$ cat src/rtl/ckb_pkg.sv
// Shared types, constants and helpers for the color-key sprite blitter.
// No dependencies.
package ckb_pkg;

	localparam int MAX_SIDE    = 64;
	localparam int CNT_W       = $clog2(MAX_SIDE);
	localparam int BYTE_W      = 8;
	localparam int COLOR_W     = 2 * BYTE_W;
	localparam int COORD_W     = 9;
	localparam int ORG_W       = 11;
	localparam int SPW_W       = 7;
	localparam int CFG_DATA_W  = 16;
	localparam int CFG_IDX_W   = 3;
	localparam int OFIFO_DEPTH = 4;
	localparam int OFIFO_PTR_W = $clog2(OFIFO_DEPTH);
	localparam int OFIFO_CNT_W = $clog2(OFIFO_DEPTH + 1);

	localparam logic [COLOR_W-1:0] KEY_RESET    = 16'hF81F;
	localparam logic [SPW_W-1:0]   SPW_RESET    = 7'd16;
	localparam logic [COORD_W-1:0] SCR_W_RESET  = 9'd160;
	localparam logic [COORD_W-1:0] SCR_H_RESET  = 9'd128;

	typedef enum logic [CFG_IDX_W-1:0] {
		CFG_ORIGIN_X      = 3'd0,
		CFG_ORIGIN_Y      = 3'd1,
		CFG_SPRITE_WIDTH  = 3'd2,
		CFG_KEY_COLOR     = 3'd3,
		CFG_SCREEN_WIDTH  = 3'd4,
		CFG_SCREEN_HEIGHT = 3'd5
	} cfg_idx_t;

	typedef struct packed {
		logic signed [ORG_W-1:0] origin_x;
		logic signed [ORG_W-1:0] origin_y;
		logic [SPW_W-1:0]        sprite_width;
		logic [COLOR_W-1:0]      key_color;
		logic [COORD_W-1:0]      screen_width;
		logic [COORD_W-1:0]      screen_height;
	} cfg_t;

	typedef struct packed {
		logic [COORD_W-1:0] screen_x;
		logic [COORD_W-1:0] screen_y;
		logic [COLOR_W-1:0] color_be;
		logic               seg_first;
		logic               seg_last;
	} result_t;

	// up to two results per pixel, r0 goes out first
	typedef struct packed {
		logic [1:0] n;
		result_t    r0;
		result_t    r1;
	} push_t;

	function automatic logic [COLOR_W-1:0] swap_bytes(input logic [COLOR_W-1:0] c);
		return {c[BYTE_W-1:0], c[COLOR_W-1:BYTE_W]};
	endfunction

endpackage

$ cat src/rtl/ckb_pix.sv
// Pixel stage: input register, raster counters, visibility test and the held pixel.
// Depends on ckb_pkg.
module ckb_pix import ckb_pkg::*; (
	input  logic               clk,
	input  logic               arst_n,
	input  cfg_t               cfg,
	input  logic               in_valid,
	output logic               in_ready,
	input  logic [COLOR_W-1:0] pixel_color,
	input  logic               sprite_end,
	input  logic               room,
	output push_t              push
);

	localparam logic [CNT_W-1:0] ROW_LAST = CNT_W'(MAX_SIDE - 1);
	localparam logic [SPW_W-1:0] W_MAX    = SPW_W'(MAX_SIDE);

	logic               valid_s1;
	logic [COLOR_W-1:0] color_s1;
	logic               end_s1;

	logic [CNT_W-1:0]   col_q;
	logic [CNT_W-1:0]   row_q;
	logic               held_valid_q;
	logic [COORD_W-1:0] held_x_q;
	logic [COORD_W-1:0] held_y_q;
	logic [COLOR_W-1:0] held_color_q;
	logic               held_first_q;

	logic               go;
	logic [SPW_W-1:0]   w_eff;
	logic signed [ORG_W:0] sx;
	logic signed [ORG_W:0] sy;
	logic               vis;
	logic               row_end;
	logic               close_now;
	result_t            cur_res;
	result_t            held_res;

	assign go       = valid_s1 && room;
	assign in_ready = !valid_s1 || room;

	always_ff @(posedge clk or negedge arst_n) begin
		if (!arst_n) begin
			valid_s1 <= 1'b0;
		end else if (in_ready) begin
			valid_s1 <= in_valid;
		end
	end

	always_ff @(posedge clk) begin
		if (in_valid && in_ready) begin
			color_s1 <= pixel_color;
			end_s1   <= sprite_end;
		end
	end

	always_comb begin
		if (cfg.sprite_width == '0) begin
			w_eff = SPW_W'(1);
		end else if (cfg.sprite_width > W_MAX) begin
			w_eff = W_MAX;
		end else begin
			w_eff = cfg.sprite_width;
		end
		sx = {cfg.origin_x[ORG_W-1], cfg.origin_x} + $signed({{(ORG_W+1-CNT_W){1'b0}}, col_q});
		sy = {cfg.origin_y[ORG_W-1], cfg.origin_y} + $signed({{(ORG_W+1-CNT_W){1'b0}}, row_q});
		vis = (color_s1 != cfg.key_color)
			&& !sx[ORG_W] && (sx[ORG_W-1:0] < {{(ORG_W-COORD_W){1'b0}}, cfg.screen_width})
			&& !sy[ORG_W] && (sy[ORG_W-1:0] < {{(ORG_W-COORD_W){1'b0}}, cfg.screen_height});
		row_end   = ({1'b0, col_q} + SPW_W'(1)) >= w_eff;
		close_now = row_end || end_s1;

		cur_res.screen_x  = sx[COORD_W-1:0];
		cur_res.screen_y  = sy[COORD_W-1:0];
		cur_res.color_be  = swap_bytes(color_s1);
		cur_res.seg_first = !held_valid_q;
		cur_res.seg_last  = 1'b1;

		held_res.screen_x  = held_x_q;
		held_res.screen_y  = held_y_q;
		held_res.color_be  = swap_bytes(held_color_q);
		held_res.seg_first = held_first_q;
		held_res.seg_last  = !vis;

		push.r0 = held_valid_q ? held_res : cur_res;
		push.r1 = cur_res;
		if (go) begin
			push.n = {1'b0, held_valid_q} + {1'b0, vis && close_now};
		end else begin
			push.n = 2'd0;
		end
	end

	always_ff @(posedge clk or negedge arst_n) begin
		if (!arst_n) begin
			col_q        <= '0;
			row_q        <= '0;
			held_valid_q <= 1'b0;
		end else if (go) begin
			held_valid_q <= vis && !close_now;
			if (end_s1) begin
				col_q <= '0;
				row_q <= '0;
			end else if (row_end) begin
				col_q <= '0;
				row_q <= (row_q == ROW_LAST) ? '0 : row_q + CNT_W'(1);
			end else begin
				col_q <= col_q + CNT_W'(1);
			end
		end
	end

	always_ff @(posedge clk) begin
		if (go && vis && !close_now) begin
			held_x_q     <= sx[COORD_W-1:0];
			held_y_q     <= sy[COORD_W-1:0];
			held_color_q <= color_s1;
			held_first_q <= !held_valid_q;
		end
	end

	a_two_needs_held: assert property (@(posedge clk) disable iff (!arst_n)
		push.n == 2'd2 |-> held_valid_q && push.r1.seg_last)
		else $error("two results without a held pixel");

	a_end_clears: assert property (@(posedge clk) disable iff (!arst_n)
		go && end_s1 |=> col_q == '0 && row_q == '0 && !held_valid_q)
		else $error("sprite end left state behind");

	a_no_push_idle: assert property (@(posedge clk) disable iff (!arst_n)
		!go |-> push.n == 2'd0)
		else $error("results pushed without a pixel");

endmodule

$ cat src/rtl/ckb_ofifo.sv
// Result queue: takes up to two results per cycle, hands out one beat per cycle while out_ready is high.
// Depends on ckb_pkg.
module ckb_ofifo import ckb_pkg::*; (
	input  logic    clk,
	input  logic    arst_n,
	input  push_t   push,
	output logic    room,
	output logic    out_valid,
	input  logic    out_ready,
	output result_t head
);

	result_t                mem_q [OFIFO_DEPTH];
	logic [OFIFO_PTR_W-1:0] wr_q;
	logic [OFIFO_PTR_W-1:0] rd_q;
	logic [OFIFO_CNT_W-1:0] cnt_q;
	logic                   pop;
	logic [OFIFO_PTR_W-1:0] wr_next;

	assign out_valid = cnt_q != '0;
	assign pop       = out_valid && out_ready;
	assign room      = cnt_q <= OFIFO_CNT_W'(OFIFO_DEPTH - 2);
	assign head      = mem_q[rd_q];
	assign wr_next   = wr_q + OFIFO_PTR_W'(1);

	always_ff @(posedge clk) begin
		if (push.n != 2'd0) begin
			mem_q[wr_q] <= push.r0;
		end
		if (push.n == 2'd2) begin
			mem_q[wr_next] <= push.r1;
		end
	end

	always_ff @(posedge clk or negedge arst_n) begin
		if (!arst_n) begin
			wr_q  <= '0;
			rd_q  <= '0;
			cnt_q <= '0;
		end else begin
			wr_q  <= wr_q + OFIFO_PTR_W'(push.n);
			if (pop) begin
				rd_q <= rd_q + OFIFO_PTR_W'(1);
			end
			cnt_q <= cnt_q + OFIFO_CNT_W'(push.n) - OFIFO_CNT_W'(pop);
		end
	end

	a_no_overflow: assert property (@(posedge clk) disable iff (!arst_n)
		push.n != 2'd0 |-> cnt_q <= OFIFO_CNT_W'(OFIFO_DEPTH - 2))
		else $error("push into a full queue");

	a_cnt_bound: assert property (@(posedge clk) disable iff (!arst_n)
		cnt_q <= OFIFO_CNT_W'(OFIFO_DEPTH))
		else $error("queue count out of range");

	a_empty_ptrs: assert property (@(posedge clk) disable iff (!arst_n)
		cnt_q == '0 |-> wr_q == rd_q)
		else $error("empty queue with split pointers");

endmodule

$ cat src/rtl/color_key_sprite_blitter.sv
// Path: a visible pixel passes the input register and the result queue, or
// waits as the held pixel until the next pixel shows whether it closes its segment.
// Throughput: one pixel per cycle; a 4-entry result queue absorbs the
// two-result beats and input stalls when fewer than two entries are free.
// Reset: config returns to defaults; counters, held pixel and queue clear.
// Depends on ckb_pkg, ckb_pix, ckb_ofifo.
module color_key_sprite_blitter import ckb_pkg::*; (
	input  logic                  clk,
	input  logic                  arst_n,
	input  logic                  cfg_we,
	input  logic [CFG_IDX_W-1:0]  cfg_index,
	input  logic [CFG_DATA_W-1:0] cfg_data,
	input  logic                  in_valid,
	output logic                  in_ready,
	input  logic [COLOR_W-1:0]    pixel_color,
	input  logic                  sprite_end,
	output logic                  out_valid,
	input  logic                  out_ready,
	output logic [COORD_W-1:0]    screen_x,
	output logic [COORD_W-1:0]    screen_y,
	output logic [COLOR_W-1:0]    color_be,
	output logic                  seg_first,
	output logic                  seg_last
);

	cfg_t    cfg_q;
	push_t   push;
	logic    room;
	result_t head;

	always_ff @(posedge clk or negedge arst_n) begin
		if (!arst_n) begin
			cfg_q.origin_x      <= '0;
			cfg_q.origin_y      <= '0;
			cfg_q.sprite_width  <= SPW_RESET;
			cfg_q.key_color     <= KEY_RESET;
			cfg_q.screen_width  <= SCR_W_RESET;
			cfg_q.screen_height <= SCR_H_RESET;
		end else if (cfg_we) begin
			case (cfg_idx_t'(cfg_index))
				CFG_ORIGIN_X:      cfg_q.origin_x      <= cfg_data[ORG_W-1:0];
				CFG_ORIGIN_Y:      cfg_q.origin_y      <= cfg_data[ORG_W-1:0];
				CFG_SPRITE_WIDTH:  cfg_q.sprite_width  <= cfg_data[SPW_W-1:0];
				CFG_KEY_COLOR:     cfg_q.key_color     <= cfg_data[COLOR_W-1:0];
				CFG_SCREEN_WIDTH:  cfg_q.screen_width  <= cfg_data[COORD_W-1:0];
				CFG_SCREEN_HEIGHT: cfg_q.screen_height <= cfg_data[COORD_W-1:0];
				default: begin
				end
			endcase
		end
	end

	ckb_pix u_pix (
		.clk         (clk),
		.arst_n      (arst_n),
		.cfg         (cfg_q),
		.in_valid    (in_valid),
		.in_ready    (in_ready),
		.pixel_color (pixel_color),
		.sprite_end  (sprite_end),
		.room        (room),
		.push        (push)
	);

	ckb_ofifo u_ofifo (
		.clk       (clk),
		.arst_n    (arst_n),
		.push      (push),
		.room      (room),
		.out_valid (out_valid),
		.out_ready (out_ready),
		.head      (head)
	);

	assign screen_x  = head.screen_x;
	assign screen_y  = head.screen_y;
	assign color_be  = head.color_be;
	assign seg_first = head.seg_first;
	assign seg_last  = head.seg_last;

endmodule

$ cat config.mk
export PLATFORM = sky130hd
export DESIGN_NAME = color_key_sprite_blitter
export DESIGN_NICKNAME = d
export VERILOG_FILES = /design/src/rtl/ckb_pkg.sv /design/src/rtl/ckb_pix.sv /design/src/rtl/ckb_ofifo.sv /design/src/rtl/color_key_sprite_blitter.sv
export SDC_FILE = /design/constraint.sdc
export NUM_CORES = 1
export LEC_CHECK = 0
export ABC_CLOCK_PERIOD_IN_PS = 6500
export BUFFER_PORTS_ARGS = -buffer_cell sky130_fd_sc_hd__clkbuf_2
export CAP_MARGIN = 20
export CORE_MARGIN = 2
export CORE_UTILIZATION = 55
export CTS_BUF_LIST = sky130_fd_sc_hd__clkbuf_4 sky130_fd_sc_hd__clkbuf_8 sky130_fd_sc_hd__clkbuf_16
export CTS_CLUSTER_SIZE = 25
export DETAILED_ROUTE_END_ITERATION = 8
export HOLD_SLACK_MARGIN = 0.03
export PLACE_DENSITY = 0.77
export SYNTH_ARGS = -nofsm -noshare
export SYNTH_HDL_FRONTEND = slang
export SYNTH_SLANG_ARGS = --single-unit
$ cat constraint.sdc
create_clock -name clk -period 6.5 [get_ports clk]
set_clock_uncertainty 0.05 [all_clocks]
set_input_delay 0.65 -clock clk [delete_from_list [all_inputs] [get_ports clk]]
set_output_delay 0.65 -clock clk [all_outputs]
set_load 0.05 [all_outputs]
==> Word level (Yosys, flattened, before mapping) <==
Memory sizes are Yosys's and may differ from the RTL's.
Cells that the tools add are included.
{ "word_totals": {"reg_bits": 136, "ram_bits": 144, "output_inout_bits": 38, "memories": 1} }
{ "op_classes": {"n_addsub": 11, "n_lt_le_gt_ge": 5, "eq_ne": 8, "muxes": 13, "reduce_logical": 31} }
{ "mem_list": {"columns": ["memory", "depth", "word_bits", "rd", "rd_clocked_by_memory_dff", "write_ports", "line_no", "rtl"], "rows": [
  ["u_ofifo.mem_q", 4, 36, 1, 0, 2, "ckb_ofifo.sv:13", "result_t mem_q [OFIFO_DEPTH];"]
]} }
{ "ops": {"columns": ["operator", "n"], "rows": [
  ["36-bit 2-to-1 mux", 1],
  ["6-bit 2-to-1 mux", 5],
  ["11-bit by 7-bit adder with 12-bit output", 2],
  ["11-bit by 9-bit < comparator with 1-bit output", 2],
  ["16-bit inequality test", 1],
  ["7-bit 2-to-1 mux", 2],
  ["2-bit AND reduction", 7],
  ["6-bit by 1-bit adder with 6-bit output, second input constant", 2],
  ["1-bit logical AND", 11],
  ["6-bit by 1-bit adder with 7-bit output, second input constant", 1],
  ["7-bit >= comparator", 1],
  ["7-bit > comparator, second input constant", 1],
  ["7-bit logical NOT", 1],
  ["3-bit by 2-bit == test with 1-bit output, second input constant", 2],
  ["3-bit == test, second input constant", 2],
  ["6-bit == test, second input constant", 1],
  ["1-bit logical NOT", 6],
  ["2-bit by 1-bit adder with 2-bit output, second input constant", 2],
  ["1-bit 2-to-1 mux", 4],
  ["2-bit nonzero test", 2],
  ["3-bit by 2-bit adder with 3-bit output", 1],
  ["3-bit by 1-bit == test with 1-bit output, second input constant", 1],
  ["3-bit by 2-bit less-or-equal comparator with 1-bit output, second input constant", 1],
  ["3-bit logical NOT", 1],
  ["other kinds (7)", 8]
]} }

==> Depth between registers and ports, before layout <==
{ "depth": {"word_depth": 12, "ltp_mapped": 23} }

==> Hierarchy <==
Synthesis repeated with hierarchy kept, for this count alone.
{ "unflattened": {"hier_cells": 923, "area_unflattened_um2": 14138.6} }
{ "modules_own_cells": {"columns": ["module", "n_inst", "cells_per_inst", "area_each_um2"], "rows": [
  ["ckb_ofifo", 1, 388, 7357.1],
  ["ckb_pix", 1, 398, 4254.1],
  ["color_key_sprite_blitter", 1, 137, 2527.4]
]} }

==> Worst setup path before layout <==
OpenSTA, ideal clock, no wires.
{ "synth_timing": {"path_kind": "flip-flop to flip-flop", "from": "reg u_pix.row_q[0]", "to": "mem u_ofifo.mem_q[1][10] in the netlist's numbering (enable)", "setup_ns": 0.473, "arrival_ns": 6.594, "required_ns": 5.977, "slack_ns": -0.617, "path_stages_with_launch": 19, "cell_sequence": "dfrtp_1 > ha_1 > fa_1 > a211oi_1 > o21bai_1 > a21oi_1 > nor2_1 > xnor2_1 > inv_1 > ha_1 > a211o_1 > a221oi_1 > o2111ai_1 > nor3_1 > and3_1 > ha_1 > clkbuf_1 > o21ai_0 > nor3_1"} }
{ "synth_lines": {"columns": ["item", "line_no", "rtl"], "rows": [
  ["from (decl)", "ckb_pix.sv:23", "logic [CNT_W-1:0] row_q;"],
  ["from (signal assigned)", "ckb_pix.sv:107", "row_q <= (row_q == ROW_LAST) ? '0 : row_q + CNT_W'(1);"],
  ["to (decl)", "ckb_ofifo.sv:13", null]
]} }

==> summary by stage <==
Critical path
The slowest stage of the critical path is the sky130_fd_sc_hd__nor2_2 cell. Tracing the worst setup path back leads to its startpoint at u_pix.row_q[0]. Along the worst path, the maximum fanout reaches 14. STA classifies the critical path startpoint as a flop. The critical path buffer and inverter count is 3. The worst flop-to-flop path startpoint is u_pix.row_q[0]. The worst register-to-register path has a setup slack of 0.43 ns. The data arrival time at the worst-slack endpoint is 6.43 ns.

The startpoint-to-endpoint class of the critical path is reg2reg. The worst setup path is captured at a flop. The critical path goes through ha_1 > fa_1 > a211oi_1 > o21bai_1 > a21oi_1 > nor2_1 > xnor2_1 > inv_1 > ha_1 > a211o_1 > a221oi_1 > o2111ai_1 > nor3_1 > buf_4 > and3_1 > ha_1 > o211a_1 > nand2_1 > nor2_2 > buf_4 > a22o_1. The worst reg2reg path depth is 21. The cell family contributing the most delay on the critical path is compound AO/OA/AOI/OAI gates. The required time of the critical path is 6.86 ns. The most prevalent standard cell on the critical path is sky130_fd_sc_hd__ha_1. On the worst path, the slowest cell contributes a delay of 0.62 ns.

The worst register-to-register path ends at u_ofifo.mem_q[1][30].

Clock tree
The clock insertion delay at the later pin of the skew report is 0.54 ns. Clock-pin slew was measured on the worst setup and hold paths at 0.06 ns. TritonCTS built the clock tree.

The number of buffers added by the clock tree synthesis step is 29. The clock net sink count is 280. The tree is rooted in a sky130_fd_sc_hd__clkbuf_16. In this run the number of H-tree levels came out at 1. The maximum root-to-sink buffer count is 3.

The setup fix buffers added after clock tree synthesis is 0.

Synth
Yosys printed 0 warnings. After synthesis the netlist holds a flip-flop and latch count of 280. Ranked by total cell area, the synthesized netlist is headed by sky130_fd_sc_hd__edfxtp_1, sky130_fd_sc_hd__dfrtp_1, sky130_fd_sc_hd__a22o_1. The distinct cell type count after synthesis is 62. The share of synthesized flip-flops with an asynchronous set or reset is 30.0%. The area share of the largest cell type after synthesis is 43.6%. The post-synthesis cell count is 936. When the netlist entered floorplanning its net count stood at 1020. The post-synthesis instance area is 13200 sq um.

The leading register cell type out of synthesis is sky130_fd_sc_hd__edfxtp_1. In the post-synthesis netlist, the cell with the most instances is sky130_fd_sc_hd__edfxtp_1. The cell taking the most area after synthesis is sky130_fd_sc_hd__edfxtp_1. Summing the sequential cell areas from Yosys gives 60.2% of the chip area. The number of flops mapped to enable cells by yosys is 192. After synthesis, the mean cell area works out to 14.1 sq um. By count the netlist is led by sky130_fd_sc_hd__edfxtp_1, sky130_fd_sc_hd__a22o_1, sky130_fd_sc_hd__dfrtp_1, sky130_fd_sc_hd__nand2_1, sky130_fd_sc_hd__mux2_2.

Worst hold path
The path class of the tightest hold or removal check is in2reg. The number of instances on the worst hold path is 1. The beginning of the worst hold path is pixel_color[12]. The path with the worst hold slack has its endpoint at u_pix.color_s1[12].

Die
The cell row count is 56. The die covers 25300 sq um. The number of ports placed on the die boundary is 79. The horizontal die dimension is 159 um.

The initial core utilization is 56.2%. The area of the placeable core is 23500 sq um. The height of the die is 159 um.

Detailed routing
The final layout contains routed wiring with a total length of 30.9 mm. The number of DRC markers in iteration 0 is 654. The pre-antenna-repair detailed-routing pass consisted of 7 iterations. The via-per-instance ratio is 6.17. The detailed router placed 8434 vias in this run.

After detailed routing, the number of remaining DRC violations is 0. Once detail routing completed, the nets flagged for antenna violations numbered 0. After detailed routing, the average wire length per cell comes to 22.6 um.

Placed design
The count of buffers inserted at the top-level ports is 78. The last weighted congestion value of the routability-driven placer is 0.870. The detailed placement HPWL is 20.2 mm. The standard cell area after detailed placement is 14100 sq um.

Power
The power per cell area is 394 nW/um^2. In this run the static leakage power is 0.00583 uW. The worst-case IR drop observed on VDD is 0.261 mV.

Cells and area
The post-synthesis to final-layout area growth is 14.0%. In the final layout, the multi-input gates occupy 5030 sq um. The final-layout fill cell count is 1745.

Across the whole layout, storage elements account for 7970 sq um. The share of final-layout standard cells stronger than drive strength 1 is 26.0%. The number of antenna diodes in the final layout is 0. The finished cells cover 15100 sq um. The final layout contains 1110 nets.

STA
The measured slew at the worst slew-check pin is 0.912 ns. The worst pin sits at a relative slew slack of 39.2%. Setup repair after global routing could not meet its margin everywhere. Dividing the final minimum period by the clock period gives 93.4%.

Hold timing on the final database bottoms out at a slack of 0.235 ns. The number of pins exceeding their max-slew limit in the final report came to 0. The routed design could run at a clock period as short as 6.07 ns. Setup violations remaining at the end of the flow were counted as 0. The final hold violation count is 0. The peak clock frequency supported by timing is 165 MHz.

Global routing
The global-route wire length before repair is 48.0 mm. The largest net degree at the start of global routing is 73. The number of antenna violations at the first check in global routing is 0. In the global route stage, overall resource usage came out at 24.3%.

The total global routing overflow is 0. The via count of the first global-routing pass came to 8531.

Run status
The run finished with clean final reports.

Run
The tool flagged a number of max-cap violations equal to 0.
-- metal layers --
metal	global-route usage, %	vias to the layer above	routed length (um)
met4	7.52	0	855
met1	33.3	4225	12900
met3	2.76	57	1880
li1	-	3835	-
met5	0	-	0
met2	41.4	317	15300
-- layout make-up --
cell class | instances | area share, %
sequential | 280 | 52.8
multi-input combinational | 578 | 33.3
clock buffer | 34 | 5.10
timing repair buffer | 106 | 4.16
tap | 319 | 2.64
clock inverter | 20 | 1.21
inverter | 31 | 0.771
-- registers in the layout, indices dropped and copies added, names as in the netlist --
| signal | count |
|---|---|
| u_pix.held_y_q | 9 |
| u_pix.held_first_q | 1 |
| u_pix.held_x_q | 9 |
| u_pix.col_q | 6 |
| u_ofifo.mem_q | 144 |
| u_pix.valid_s1 | 1 |
| u_ofifo.cnt_q | 3 |
| u_ofifo.wr_q | 2 |
| u_pix.held_valid_q | 1 |
| u_pix.color_s1 | 16 |
| u_pix.held_color_q | 16 |
| u_ofifo.rd_q | 2 |
| u_pix.end_s1 | 1 |
| cfg_q | 63 |
| u_pix.row_q | 6 |
-- through the flow --
step	power, uW	instances	setup WS, ns	util [%]	setup TNS, ns
2_1_floorplan	3790	936	0.0502	-	0
3_3_place_gp	4280	1312	0.833	60.0	0
3_5_place_dp	4310	1313	0.496	60.0	0
4_1_cts	5960	1368	0.494	64.1	0
5_1_grt	6190	1368	-0.0331	64.1	-0.346
6_report	5940	1368	0.431	64.1	0
-- cells in the final DEF, fill, tap and decap left out, types with 4 or more instances in the layout --
cell type / n
sky130_fd_sc_hd__clkbuf_4: 4
sky130_fd_sc_hd__clkbuf_2: 77
sky130_fd_sc_hd__and2_1: 5
sky130_fd_sc_hd__ha_1: 40
sky130_fd_sc_hd__o21ai_0: 50
sky130_fd_sc_hd__nor2b_1: 8
sky130_fd_sc_hd__edfxtp_1: 192
sky130_fd_sc_hd__a21oi_1: 15
sky130_fd_sc_hd__a211oi_1: 4
sky130_fd_sc_hd__nor2_1: 25
sky130_fd_sc_hd__mux4_2: 36
sky130_fd_sc_hd__xor2_1: 22
sky130_fd_sc_hd__dfstp_2: 14
sky130_fd_sc_hd__a21o_1: 8
sky130_fd_sc_hd__and3_1: 5
sky130_fd_sc_hd__mux2_2: 53
sky130_fd_sc_hd__a22o_1: 117
sky130_fd_sc_hd__inv_1: 31
sky130_fd_sc_hd__a31oi_1: 5
sky130_fd_sc_hd__nor3_1: 5
sky130_fd_sc_hd__clkinv_1: 6
sky130_fd_sc_hd__nand2b_1: 9
sky130_fd_sc_hd__nor4_1: 5
sky130_fd_sc_hd__nand3_1: 9
sky130_fd_sc_hd__nand2_1: 70
sky130_fd_sc_hd__dfrtp_1: 69
sky130_fd_sc_hd__buf_4: 25
sky130_fd_sc_hd__o21a_1: 4
sky130_fd_sc_hd__clkbuf_16: 29
sky130_fd_sc_hd__dfxtp_1: 4
sky130_fd_sc_hd__xnor2_1: 19
sky130_fd_sc_hd__nand4_1: 4
sky130_fd_sc_hd__o211ai_1: 4
sky130_fd_sc_hd__clkinv_2: 6
-- repair_timing --
| action | 4_1_cts | 5_1_grt |
|---|---|---|
| resized for setup | 0 | 1 |
| endpoints found under the hold margin | 10 | 0 |
| hold buffers | 1 | 0 |
| endpoints found under the setup margin | 0 | 24 |
-- how the worst max path moves through the flow --
stage / cells past startpoint / endpoint
floorplan: 19 / u_ofifo.mem_q[0][10]
global placement: 21 / u_ofifo.mem_q[3][29]
detailed placement: 21 / u_ofifo.mem_q[3][23]
CTS: 21 / u_ofifo.mem_q[3][23]
global route: 22 / u_ofifo.mem_q[2][26]
finish: 21 / u_ofifo.mem_q[1][30]
-- cell families after synthesis --
group / Yosys count / synth area share [%]
flip-flops: 280 / 60.2
AO/OA/AOI/OAI: 238 / 13.7
AND/OR/NAND/NOR: 167 / 6.14
multiplexers: 89 / 10.6
buffers and inverters: 78 / 2.40
adder cells (fa/ha/maj): 43 / 4.23
XOR/XNOR: 41 / 2.71
-- power by group --
group	internal (uW)	total (uW)	switching [uW]
clock network	965	1640	679
registers	2130	2370	235
logic	666	1930	1270
total	3760	5940	2180
Note: power is estimated with default switching activity, not from simulation.
